[config.mk]
export PLATFORM = sky130hd
export DESIGN_NAME = sha1_compression_top
export DESIGN_NICKNAME = d
export VERILOG_FILES = /design/src/hdl/sha1c_pkg.sv /design/src/hdl/sha1c_datapath.sv /design/src/hdl/sha1c_ctrl.sv /design/src/hdl/sha1_compression_top.sv
export SDC_FILE = /design/constraint.sdc
export NUM_CORES = 2
export LEC_CHECK = 0
export ABC_AREA = 1
export BUFFER_PORTS_ARGS = -buffer_cell sky130_fd_sc_hd__buf_2
export CAP_MARGIN = 20
export CORE_UTILIZATION = 54
export CTS_CLUSTER_DIAMETER = 40
export CTS_CLUSTER_SIZE = 8
export DETAILED_ROUTE_END_ITERATION = 8
export PLACE_DENSITY = 0.73
export SLEW_MARGIN = 20
export SYNTH_ARGS = -nofsm -noshare
export SYNTH_HDL_FRONTEND = slang
export SYNTH_SLANG_ARGS = --single-unit
[constraint.sdc]
create_clock -name aclk -period 13.4 [get_ports aclk]
set_input_delay 1.34 -clock aclk [delete_from_list [all_inputs] [get_ports aclk]]
set_output_delay 1.34 -clock aclk [all_outputs]
set_load 0.05 [all_outputs]
[src/hdl/sha1c_pkg.sv]
// Shared types and constants of the SHA-1 compression block.
// No dependencies; imported by the controller, the datapath and the top level.
package sha1c_pkg;

    localparam int WORD_W       = 32;
    localparam int BLOCK_WORDS  = 16;
    localparam int DIGEST_WORDS = 5;
    localparam int ROUNDS       = 80;
    localparam int CNT_W        = 4;
    localparam int ROUND_W      = 7;
    localparam int IDX_W        = 3;

    typedef logic [WORD_W-1:0] word_t;

    localparam word_t SHA1_IV [DIGEST_WORDS] = '{
        32'h67452301, 32'hEFCDAB89, 32'h98BADCFE, 32'h10325476, 32'hC3D2E1F0
    };

    localparam word_t SHA1_K [4] = '{
        32'h5A827999, 32'h6ED9EBA1, 32'h8F1BBCDC, 32'hCA62C1D6
    };

    typedef enum logic [1:0] {
        PH_CH     = 2'd0,
        PH_PARITY = 2'd1,
        PH_MAJ    = 2'd2,
        PH_PAR2   = 2'd3
    } phase_t;

    typedef struct packed {
        logic             load;
        logic             reload;
        logic             init;
        logic             round;
        logic             expand;
        phase_t           phase;
        logic             add;
        logic [IDX_W-1:0] out_idx;
    } sha1c_cmd_t;

endpackage

[src/hdl/sha1c_datapath.sv]
// Datapath: message schedule shift line, round registers, chaining value.
// Depends on sha1c_pkg; driven by sha1c_ctrl through sha1c_cmd_t.
module sha1c_datapath (
    input  logic                  aclk,
    input  logic                  aresetn,
    input  sha1c_pkg::sha1c_cmd_t cmd,
    input  sha1c_pkg::word_t      msg_word,
    output sha1c_pkg::word_t      digest_word
);
    import sha1c_pkg::*;

    word_t w_reg [BLOCK_WORDS];
    word_t chain_reg [DIGEST_WORDS];
    word_t a_reg, b_reg, c_reg, d_reg, e_reg;

    word_t w_exp, wt, shift_in, f_val, tmp;

    always_comb begin
        w_exp    = w_reg[13] ^ w_reg[8] ^ w_reg[2] ^ w_reg[0];
        wt       = cmd.expand ? {w_exp[WORD_W-2:0], w_exp[WORD_W-1]} : w_reg[0];
        shift_in = cmd.load ? msg_word : wt;
        case (cmd.phase)
            PH_CH:   f_val = (b_reg & c_reg) | (~b_reg & d_reg);
            PH_MAJ:  f_val = (b_reg & c_reg) | (b_reg & d_reg) | (c_reg & d_reg);
            default: f_val = b_reg ^ c_reg ^ d_reg;
        endcase
        tmp = {a_reg[WORD_W-6:0], a_reg[WORD_W-1:WORD_W-5]} + f_val + e_reg + wt
              + SHA1_K[cmd.phase];
    end

    // advance the schedule window on every loaded beat and every round
    always_ff @(posedge aclk) begin
        if (cmd.load || cmd.round) begin
            for (int i = 0; i < BLOCK_WORDS - 1; i++) begin
                w_reg[i] <= w_reg[i+1];
            end
            w_reg[BLOCK_WORDS-1] <= shift_in;
        end
    end

    always_ff @(posedge aclk) begin
        if (!aresetn) begin
            for (int i = 0; i < DIGEST_WORDS; i++) begin
                chain_reg[i] <= SHA1_IV[i];
            end
        end else if (cmd.reload) begin
            for (int i = 0; i < DIGEST_WORDS; i++) begin
                chain_reg[i] <= SHA1_IV[i];
            end
        end else if (cmd.add) begin
            chain_reg[0] <= chain_reg[0] + a_reg;
            chain_reg[1] <= chain_reg[1] + b_reg;
            chain_reg[2] <= chain_reg[2] + c_reg;
            chain_reg[3] <= chain_reg[3] + d_reg;
            chain_reg[4] <= chain_reg[4] + e_reg;
        end
    end

    always_ff @(posedge aclk) begin
        if (cmd.init) begin
            a_reg <= cmd.reload ? SHA1_IV[0] : chain_reg[0];
            b_reg <= cmd.reload ? SHA1_IV[1] : chain_reg[1];
            c_reg <= cmd.reload ? SHA1_IV[2] : chain_reg[2];
            d_reg <= cmd.reload ? SHA1_IV[3] : chain_reg[3];
            e_reg <= cmd.reload ? SHA1_IV[4] : chain_reg[4];
        end else if (cmd.round) begin
            a_reg <= tmp;
            b_reg <= a_reg;
            c_reg <= {b_reg[1:0], b_reg[WORD_W-1:2]};
            d_reg <= c_reg;
            e_reg <= d_reg;
        end
    end

    assign digest_word = (cmd.out_idx < IDX_W'(DIGEST_WORDS)) ? chain_reg[cmd.out_idx]
                                                              : chain_reg[0];

endmodule

[src/hdl/sha1c_ctrl.sv]
// Controller: word counting, round sequencing and digest output beats.
// Depends on sha1c_pkg; commands sha1c_datapath through sha1c_cmd_t.
module sha1c_ctrl (
    input  logic                         aclk,
    input  logic                         aresetn,
    input  logic                         s_valid,
    output logic                         s_ready,
    input  logic                         s_first_block,
    input  logic                         s_final_block,
    output logic                         m_valid,
    input  logic                         m_ready,
    output logic [sha1c_pkg::IDX_W-1:0]  m_word_index,
    output logic                         m_last_word,
    output sha1c_pkg::sha1c_cmd_t        cmd
);
    import sha1c_pkg::*;

    typedef enum logic [3:0] {
        S_LOAD  = 4'b0001,
        S_ROUND = 4'b0010,
        S_ADD   = 4'b0100,
        S_OUT   = 4'b1000
    } state_t;

    state_t               state_reg, state_next;
    logic [CNT_W-1:0]     cnt_reg, cnt_next;
    logic [ROUND_W-1:0]   round_reg, round_next;
    logic [IDX_W-1:0]     idx_reg, idx_next;
    logic                 final_reg, final_next;
    logic                 accept;

    assign s_ready      = (state_reg == S_LOAD);
    assign m_valid      = (state_reg == S_OUT);
    assign m_word_index = idx_reg;
    assign m_last_word  = (idx_reg == IDX_W'(DIGEST_WORDS - 1));
    assign accept       = s_valid && s_ready;

    always_comb begin
        state_next  = state_reg;
        cnt_next    = cnt_reg;
        round_next  = round_reg;
        idx_next    = idx_reg;
        final_next  = final_reg;

        cmd         = '0;
        cmd.out_idx = idx_reg;
        if (round_reg < ROUND_W'(20))      cmd.phase = PH_CH;
        else if (round_reg < ROUND_W'(40)) cmd.phase = PH_PARITY;
        else if (round_reg < ROUND_W'(60)) cmd.phase = PH_MAJ;
        else                               cmd.phase = PH_PAR2;

        unique case (state_reg)
            S_LOAD: begin
                if (accept) begin
                    cmd.load   = 1'b1;
                    cmd.reload = s_first_block;
                    cnt_next   = cnt_reg + 1'b1;
                    if (cnt_reg == CNT_W'(BLOCK_WORDS - 1)) begin
                        cmd.init   = 1'b1;
                        final_next = s_final_block;
                        round_next = '0;
                        state_next = S_ROUND;
                    end
                end
            end
            S_ROUND: begin
                cmd.round  = 1'b1;
                cmd.expand = (round_reg >= ROUND_W'(BLOCK_WORDS));
                round_next = round_reg + 1'b1;
                if (round_reg == ROUND_W'(ROUNDS - 1)) begin
                    state_next = S_ADD;
                end
            end
            S_ADD: begin
                cmd.add    = 1'b1;
                idx_next   = '0;
                state_next = final_reg ? S_OUT : S_LOAD;
            end
            S_OUT: begin
                if (m_ready) begin
                    idx_next = idx_reg + 1'b1;
                    if (m_last_word) begin
                        state_next = S_LOAD;
                    end
                end
            end
            default: state_next = S_LOAD;
        endcase
    end

    always_ff @(posedge aclk) begin
        if (!aresetn) begin
            state_reg <= S_LOAD;
            cnt_reg   <= '0;
            round_reg <= '0;
            idx_reg   <= '0;
            final_reg <= 1'b0;
        end else begin
            state_reg <= state_next;
            cnt_reg   <= cnt_next;
            round_reg <= round_next;
            idx_reg   <= idx_next;
            final_reg <= final_next;
        end
    end

endmodule

[src/hdl/sha1_compression_top.sv]
// SHA-1 compression top level: joins the controller and the datapath.
// Depends on sha1c_pkg, sha1c_ctrl and sha1c_datapath.
//
// Feed padded message blocks as sixteen big-endian 32-bit words, one input beat
// per cycle while s_ready is high. s_first_block on any beat reloads the initial
// chaining value; s_final_block counts only on a block's sixteenth beat. After
// that beat s_ready drops while the 80 rounds run through the one round adder
// and the result is folded into the chaining value. A final block then
// presents five digest beats, H0 first, with m_last_word on the fifth; input
// stays stalled until they are all taken.
module sha1_compression_top (
    input  logic                         aclk,
    input  logic                         aresetn,
    input  logic                         s_valid,
    output logic                         s_ready,
    input  sha1c_pkg::word_t             s_msg_word,
    input  logic                         s_first_block,
    input  logic                         s_final_block,
    output logic                         m_valid,
    input  logic                         m_ready,
    output sha1c_pkg::word_t             m_digest_word,
    output logic [sha1c_pkg::IDX_W-1:0]  m_word_index,
    output logic                         m_last_word
);
    import sha1c_pkg::*;

    sha1c_cmd_t cmd;

    sha1c_ctrl u_ctrl (
        .aclk          (aclk),
        .aresetn       (aresetn),
        .s_valid       (s_valid),
        .s_ready       (s_ready),
        .s_first_block (s_first_block),
        .s_final_block (s_final_block),
        .m_valid       (m_valid),
        .m_ready       (m_ready),
        .m_word_index  (m_word_index),
        .m_last_word   (m_last_word),
        .cmd           (cmd)
    );

    sha1c_datapath u_datapath (
        .aclk        (aclk),
        .aresetn     (aresetn),
        .cmd         (cmd),
        .msg_word    (s_msg_word),
        .digest_word (m_digest_word)
    );

endmodule

[Word-level counts from Yosys, hierarchy flattened]
Memory sizes are Yosys's and may differ from the RTL's. A register that Yosys moved wholly into a read port is not among the register bits.
Cells that the tools add are included.
Word-level totals
  output and inout port bits: 38
  memories kept: 2
  latch bits: 0
  ROM bits: 0
  input bits: 38
  register bits: 179
  memory bits (writable): 672
  word-level logic and storage cells: 142
Cells by class
  eq/ne operators: 13
  multiply operators: 0
  muxes and demuxes: 64
  reduce and logical (&&, ||, !) cells: 11
  shifts and indexed selects: 0
  bitwise operators: 24
  divide/modulo/power cells: 0
  add/sub/neg operators: 12
  magnitude comparators: 6
Memories
  u_datapath.w_reg: words 16, bits a word 32, rd ports 16, clocked after memory_dff 0, write ports 16, RTL line sha1c_datapath.sv:12  | word_t w_reg [BLOCK_WORDS];
  u_datapath.chain_reg: words 5, bits a word 32, rd ports 6, clocked after memory_dff 1, write ports 5, RTL line sha1c_datapath.sv:13  | word_t chain_reg [DIGEST_WORDS];
Operators with widths (count)
  32-bit 2-to-1 mux: 30
  32-bit adder: 9
  32-bit XOR: 5
  32-bit bitwise AND: 4
  32-bit OR: 3
  32-bit binary-select mux with 2-bit select: 1
  32-bit one-hot mux with 2 select lines: 1
  32-bit inverter: 1
  4-bit 2-to-1 mux: 6
  4-bit one-hot mux with 4 select lines: 1
  3-bit 2-to-1 mux: 5
  7-bit by 6-bit less-than comparator with 1-bit output, second input constant: 2
  7-bit 2-to-1 mux: 2
  7-bit one-hot mux with 2 select lines: 1
  1-bit 2-to-1 mux: 13
  1-bit OR: 10
  4-bit equality test, second input constant: 2
  7-bit by 1-bit adder with 7-bit output, second input constant: 1
  7-bit equality test, second input constant: 1
  7-bit by 5-bit greater-or-equal comparator with 1-bit output, second input constant: 1
  7-bit by 5-bit less-than comparator with 1-bit output, second input constant: 1
  2-bit 2-to-1 mux: 3
  2-bit by 1-bit inequality test with 1-bit output, second input constant: 3
  3-bit one-hot mux with 2 select lines: 1
  18 further kinds: 23

[Depth between registers and ports, before layout]
  depth after elaboration: 12
  gate-level depth with buffers: 29
  gate-level depth less buffers: 28

[By module]
Synthesis repeated with hierarchy kept, for this count alone.
Unflattened totals
  cells, all modules: 4733
  area, all modules: 47230.3 um^2
By module, submodules not included
  sha1c_datapath: area each 46077.9 um^2, cells each 4564, seq. area each 24984.0 um^2, times used 1
  sha1c_ctrl: area each 1152.4 um^2, cells each 169, seq. area each 380.4 um^2, times used 1

[Worst setup path after synthesis]
Ideal clock, no wire load.
  path kind: input port to flip-flop
  start: in s_valid
  end: mem u_datapath.w_reg[0][0] (netlist name), enable pin
  cell stages on the path: 5
  buffers on the path: 1
  path slack: -0.498 ns
  data required time: 9.707 ns
  arrival: 10.205 ns
  cells stage by stage: inv_1 nor2_4 inv_1 clkbuf_1 nand2_1
RTL lines
  start: declaration: RTL line sha1_compression_top.sv:14  | input logic s_valid,
  end: declaration: RTL line sha1c_datapath.sv:12

[Final worst setup path]
  start: reg u_ctrl.round_reg[5]
  end: reg u_datapath.a_reg[24] (data pin)
On the way
  cells in the longest elaborated chain, start to end: 12
Ends and longest elaborated chain
  start: declaration: RTL line sha1c_ctrl.sv:27  | logic [ROUND_W-1:0] round_reg, round_next;
  start signal: assignment: RTL line sha1c_ctrl.sv:101  | round_reg <= round_next;
  7-bit by 6-bit less-than comparator with 1-bit output: RTL line sha1c_ctrl.sv:49  | else if (round_reg < ROUND_W'(60)) cmd.phase = PH_MAJ;
  1-bit 2-to-1 mux: RTL line sha1c_ctrl.sv:49
  2-bit 2-to-1 mux: RTL line sha1c_ctrl.sv:48  | else if (round_reg < ROUND_W'(40)) cmd.phase = PH_PARITY;
  2-bit 2-to-1 mux: RTL line sha1c_ctrl.sv:47  | if (round_reg < ROUND_W'(20)) cmd.phase = PH_CH;
  2-bit equality test or 2-bit zero test (tied branches): RTL line sha1c_datapath.sv:22  | case (cmd.phase)
  32-bit one-hot mux with 2 select lines: RTL line sha1c_datapath.sv:22
  32-bit adder (3 in series): RTL line sha1c_datapath.sv:27  | tmp = {a_reg[WORD_W-6:0], a_reg[WORD_W-1:WORD_W-5]} + f_val + e_reg + wt
  32-bit adder *: RTL line sha1c_datapath.sv:28  | + SHA1_K[cmd.phase];
  32-bit 2-to-1 mux *: RTL line sha1c_datapath.sv:66  | end else if (cmd.round) begin
  32-bit 2-to-1 mux *: RTL line sha1c_datapath.sv:60  | if (cmd.init) begin
  end signal: assignment: RTL line sha1c_datapath.sv:61  | a_reg <= cmd.reload ? SHA1_IV[0] : chain_reg[0];
  end signal: assignment: RTL line sha1c_datapath.sv:67  | a_reg <= tmp;
  end: declaration: RTL line sha1c_datapath.sv:14  | word_t a_reg, b_reg, c_reg, d_reg, e_reg;
Every way passes the cells marked *; elsewhere a longest branch is shown, timed or not. The select of a mux whose other input is x is not followed.
A chain may end at the register's enable or synchronous reset.

==> impl_metrics.yaml <==
finish:
  final_common_cell: "edfxtp_1"
  drive_gt1_frac: 0.0799
  nFillCells: 6977
  stdcell_count: 6105
  final_util: 0.624
  fin_nets: 5214
  largest_reg_flops: 512
  area_delta_synth_final_pct: 13.8
  layout.cells.most_common_list: "edfxtp_1 (832), nand2_1 (795), inv_1 (570)"
timing:
  finalHoldViolCount: 0
  setup_viol_count_final: 0
  slew_headroom: 0.237
  slew_viol_final: 0
  max_clock_freq_mhz: 159
  timing.final.crit_share: 0.470
  rsz0062_at_grt: "false"
  skew_ns: 0.0388
  min_period_ns: 6.30
  max_slew.worst_pin.slew_ns: 1.14
  fin_tns_setup_ns: 0
setup_path:
  r2r-start: "u_ctrl.round_reg[5]"
  crit_required_ns: 13.88
  start_kind: "flip-flop"
  cp-endpoint: "u_datapath.a_reg[24]"
  r2r_end: "u_datapath.a_reg[24]"
  cp.arrival_ns: 6.78
  r2r_slack_ns: 7.10
  path_class: "flip-flop to flip-flop"
  crit_chain: "nor2_1, nand3_2, inv_2, nor2_2, inv_2, o22ai_1, a31oi_1, fa_1, fa_1, inv_1, fa_1, inv_1, ha_1, a21oi_1, o21ai_0, inv_1, o21ai_0, nand2_1, nand3_1, o21ai_0, nand2_1"
  cp_top_family: "adder cells"
  crit_path_max_fanout: 31
  r2r_cells: 21
  critPathSlowestCell: "inv_2"
  crit_path_end_kind: "flip-flop"
  startpoint: "u_ctrl.round_reg[5]"
  crit_cells: 21
  slowest_delay_ns: 0.58
  critical_path_buf_inv_count: 5
placement:
  gp_congestion: 1.03
  portBuffers: 75
  dp_cells: 5842
  dpl.hpwl_um: 121000
status:
  status: "completed"
grt:
  grt_util_all_layers: 0.368
  grt.overflow.total: 0
  grt_pass1_vias: 35600
  grt_max_degree: 152
  antenna_found_initial: 4
  grt_pass1_wl_um: 236000
clocking:
  h-tree-depth: 4
  clk_latency_ns: 0.77
  cts_buffers: 154
  cts_tree: "built"
  clkSlewWorstSetupHoldPaths_ns: 0.05
  cts_resized: 0
  cts-root-buf: "clkbuf_16"
  cts_buffer_depth: 3
  hold_buffers: 0
  cts_sinks: 854
  post-cts-setup-buffer-count: 0
die:
  die_y_um: 297
  core_area_mm2: 0.0858
  io_pins: 76
  start_util: 0.549
  die_w_um: 297
  rows: 107
  die_area_mm2: 0.0884
synth:
  yosysWarningCount: 0
  synth_cells: 4710
  synth_flop_cell: "edfxtp_1"
  synth_cell_types: 63
  avgSynthCellArea_um2: 10.0
  synth_edf_count: 832
  ys_ff_latch: 854
  synth-seq-area-share: 0.540
  syn_nets: 5069
  netlist_area_mm2: 0.0471
  async_flop_share: 0
route:
  firstDrtPassIters: 7
  drtIter0Drc: 4837
  drc: 0
  vias: 37300
  ant_nets: 0
  avgViaCountPerCell: 6.12
  wl_per_cell_um: 26.5
  routed_wl_um: 162000
pwr:
  p_sw_frac: 0.269
  p_clk_frac: 0.462
  peakVddDrop_mv: 0.156
  pwr_density_cell_mw_per_mm2: 152
  p_leak_nw: 21.1
  p_comb_frac: 0.123
  p_int_mw: 5.94
  switchingPower_mw: 2.18
  seqPwrFrac: 0.415
hold_path:
  whs_path_depth: 0
  hp-start: "u_datapath.w_reg[1][118]"
  min_path_type: "flip-flop to flip-flop"
job:
  maxCapViolations: 0
==> through the flow <==
step	cell area (µm²)	setup WS (ns)	hold WS, ns	power [mW]
finish	53600	7.10	0.408	8.12
global route	53600	6.73	0.413	8.38
CTS	53600	7.22	0.408	8.13
detailed placement	48600	7.24	0.405	4.38
global placement	48600	7.24	0.400	4.37
floorplan	47100	4.77	0.400	4.08
==> final cells by class <==
class | instances | area [µm²] | area share
Inverter | 586 | 2210 | 0.0412
Clock inverter | 67 | 908 | 0.0170
Timing Repair Buffer | 107 | 636 | 0.0119
Sequential cell | 854 | 25400 | 0.474
Clock buffer | 192 | 4020 | 0.0750
Antenna cell | 3 | 7.51 | 0.000140
Multi-Input combinational cell | 3152 | 19000 | 0.354
Tap cell | 1144 | 1430 | 0.0267
==> synthesized netlist by cell type (3+ instances only) <==
| cell type | n | area share |
|---|---|---|
| a211oi_1 | 3 | 0.00048 |
| a21boi_0 | 10 | 0.0016 |
| a21boi_2 | 4 | 0.00096 |
| a21o_1 | 26 | 0.0041 |
| a21oi_1 | 397 | 0.042 |
| a31oi_1 | 36 | 0.0048 |
| and3_1 | 4 | 0.00053 |
| buf_1 | 8 | 0.00064 |
| buf_2 | 54 | 0.0057 |
| buf_4 | 9 | 0.0014 |
| clkbuf_1 | 46 | 0.0037 |
| dfxtp_1 | 22 | 0.0094 |
| edfxtp_1 | 832 | 0.53 |
| fa_1 | 125 | 0.053 |
| ha_1 | 196 | 0.052 |
| inv_1 | 571 | 0.046 |
| inv_2 | 12 | 0.00096 |
| nand2_1 | 797 | 0.064 |
| nand2_2 | 6 | 0.00080 |
| nand3_1 | 244 | 0.026 |
| nand3b_1 | 7 | 0.0011 |
| nand4_1 | 38 | 0.0050 |
| nor2_1 | 362 | 0.029 |
| nor2_2 | 4 | 0.00053 |
| nor2_4 | 5 | 0.0012 |
| nor3_1 | 28 | 0.0030 |
| nor3_2 | 3 | 0.00064 |
| nor4_1 | 11 | 0.0015 |
| o211ai_1 | 28 | 0.0045 |
| o21a_1 | 36 | 0.0057 |
| o21ai_0 | 505 | 0.054 |
| o21ai_1 | 23 | 0.0024 |
| o21ai_2 | 5 | 0.00093 |
| o21bai_1 | 21 | 0.0033 |
| o221ai_1 | 16 | 0.0030 |
| o22ai_1 | 36 | 0.0048 |
| o31ai_1 | 17 | 0.0027 |
| or2_1 | 5 | 0.00066 |
| or2_2 | 25 | 0.0033 |
| xnor2_1 | 82 | 0.015 |
| xor2_1 | 22 | 0.0041 |
==> power groups by stage <==
stage | Combinational [mW] | Clock [mW] | Sequential [mW]
floorplan | 0.663 | 0 | 3.42
global placement | 0.964 | 0 | 3.40
detailed placement | 0.970 | 0 | 3.41
CTS | 0.980 | 3.78 | 3.37
global route | 1.09 | 3.90 | 3.39
finish | 1.00 | 3.75 | 3.37
==> cell families after synthesis <==
logic type | count (synthesis) | share of synthesized area
XOR/XNOR | 104 | 0.0193
adder cells (fa/ha/maj) | 321 | 0.105
AND/OR/NAND/NOR | 1551 | 0.140
flip-flops | 854 | 0.540
buffers and inverters | 704 | 0.0585
AO/OA/AOI/OAI | 1176 | 0.138
==> how the worst min path moves through the flow <==
stage | to
floorplan | u_datapath.w_reg[0][0]
global placement | u_datapath.w_reg[1][99]
detailed placement | u_datapath.w_reg[0][151]
CTS | u_datapath.w_reg[1][202]
global route | u_datapath.w_reg[0][214]
finish | u_datapath.w_reg[1][86]
==> metal layers <==
metal  wire [µm]  vias up  GRT usage
li1            -    16700          -
met1       63400    18000      0.494
met2       69200     2148      0.538
met3       18200      459     0.0930
met4       11200        2      0.220
met5          13        -          0
Power figures use the tool's default switching activity.
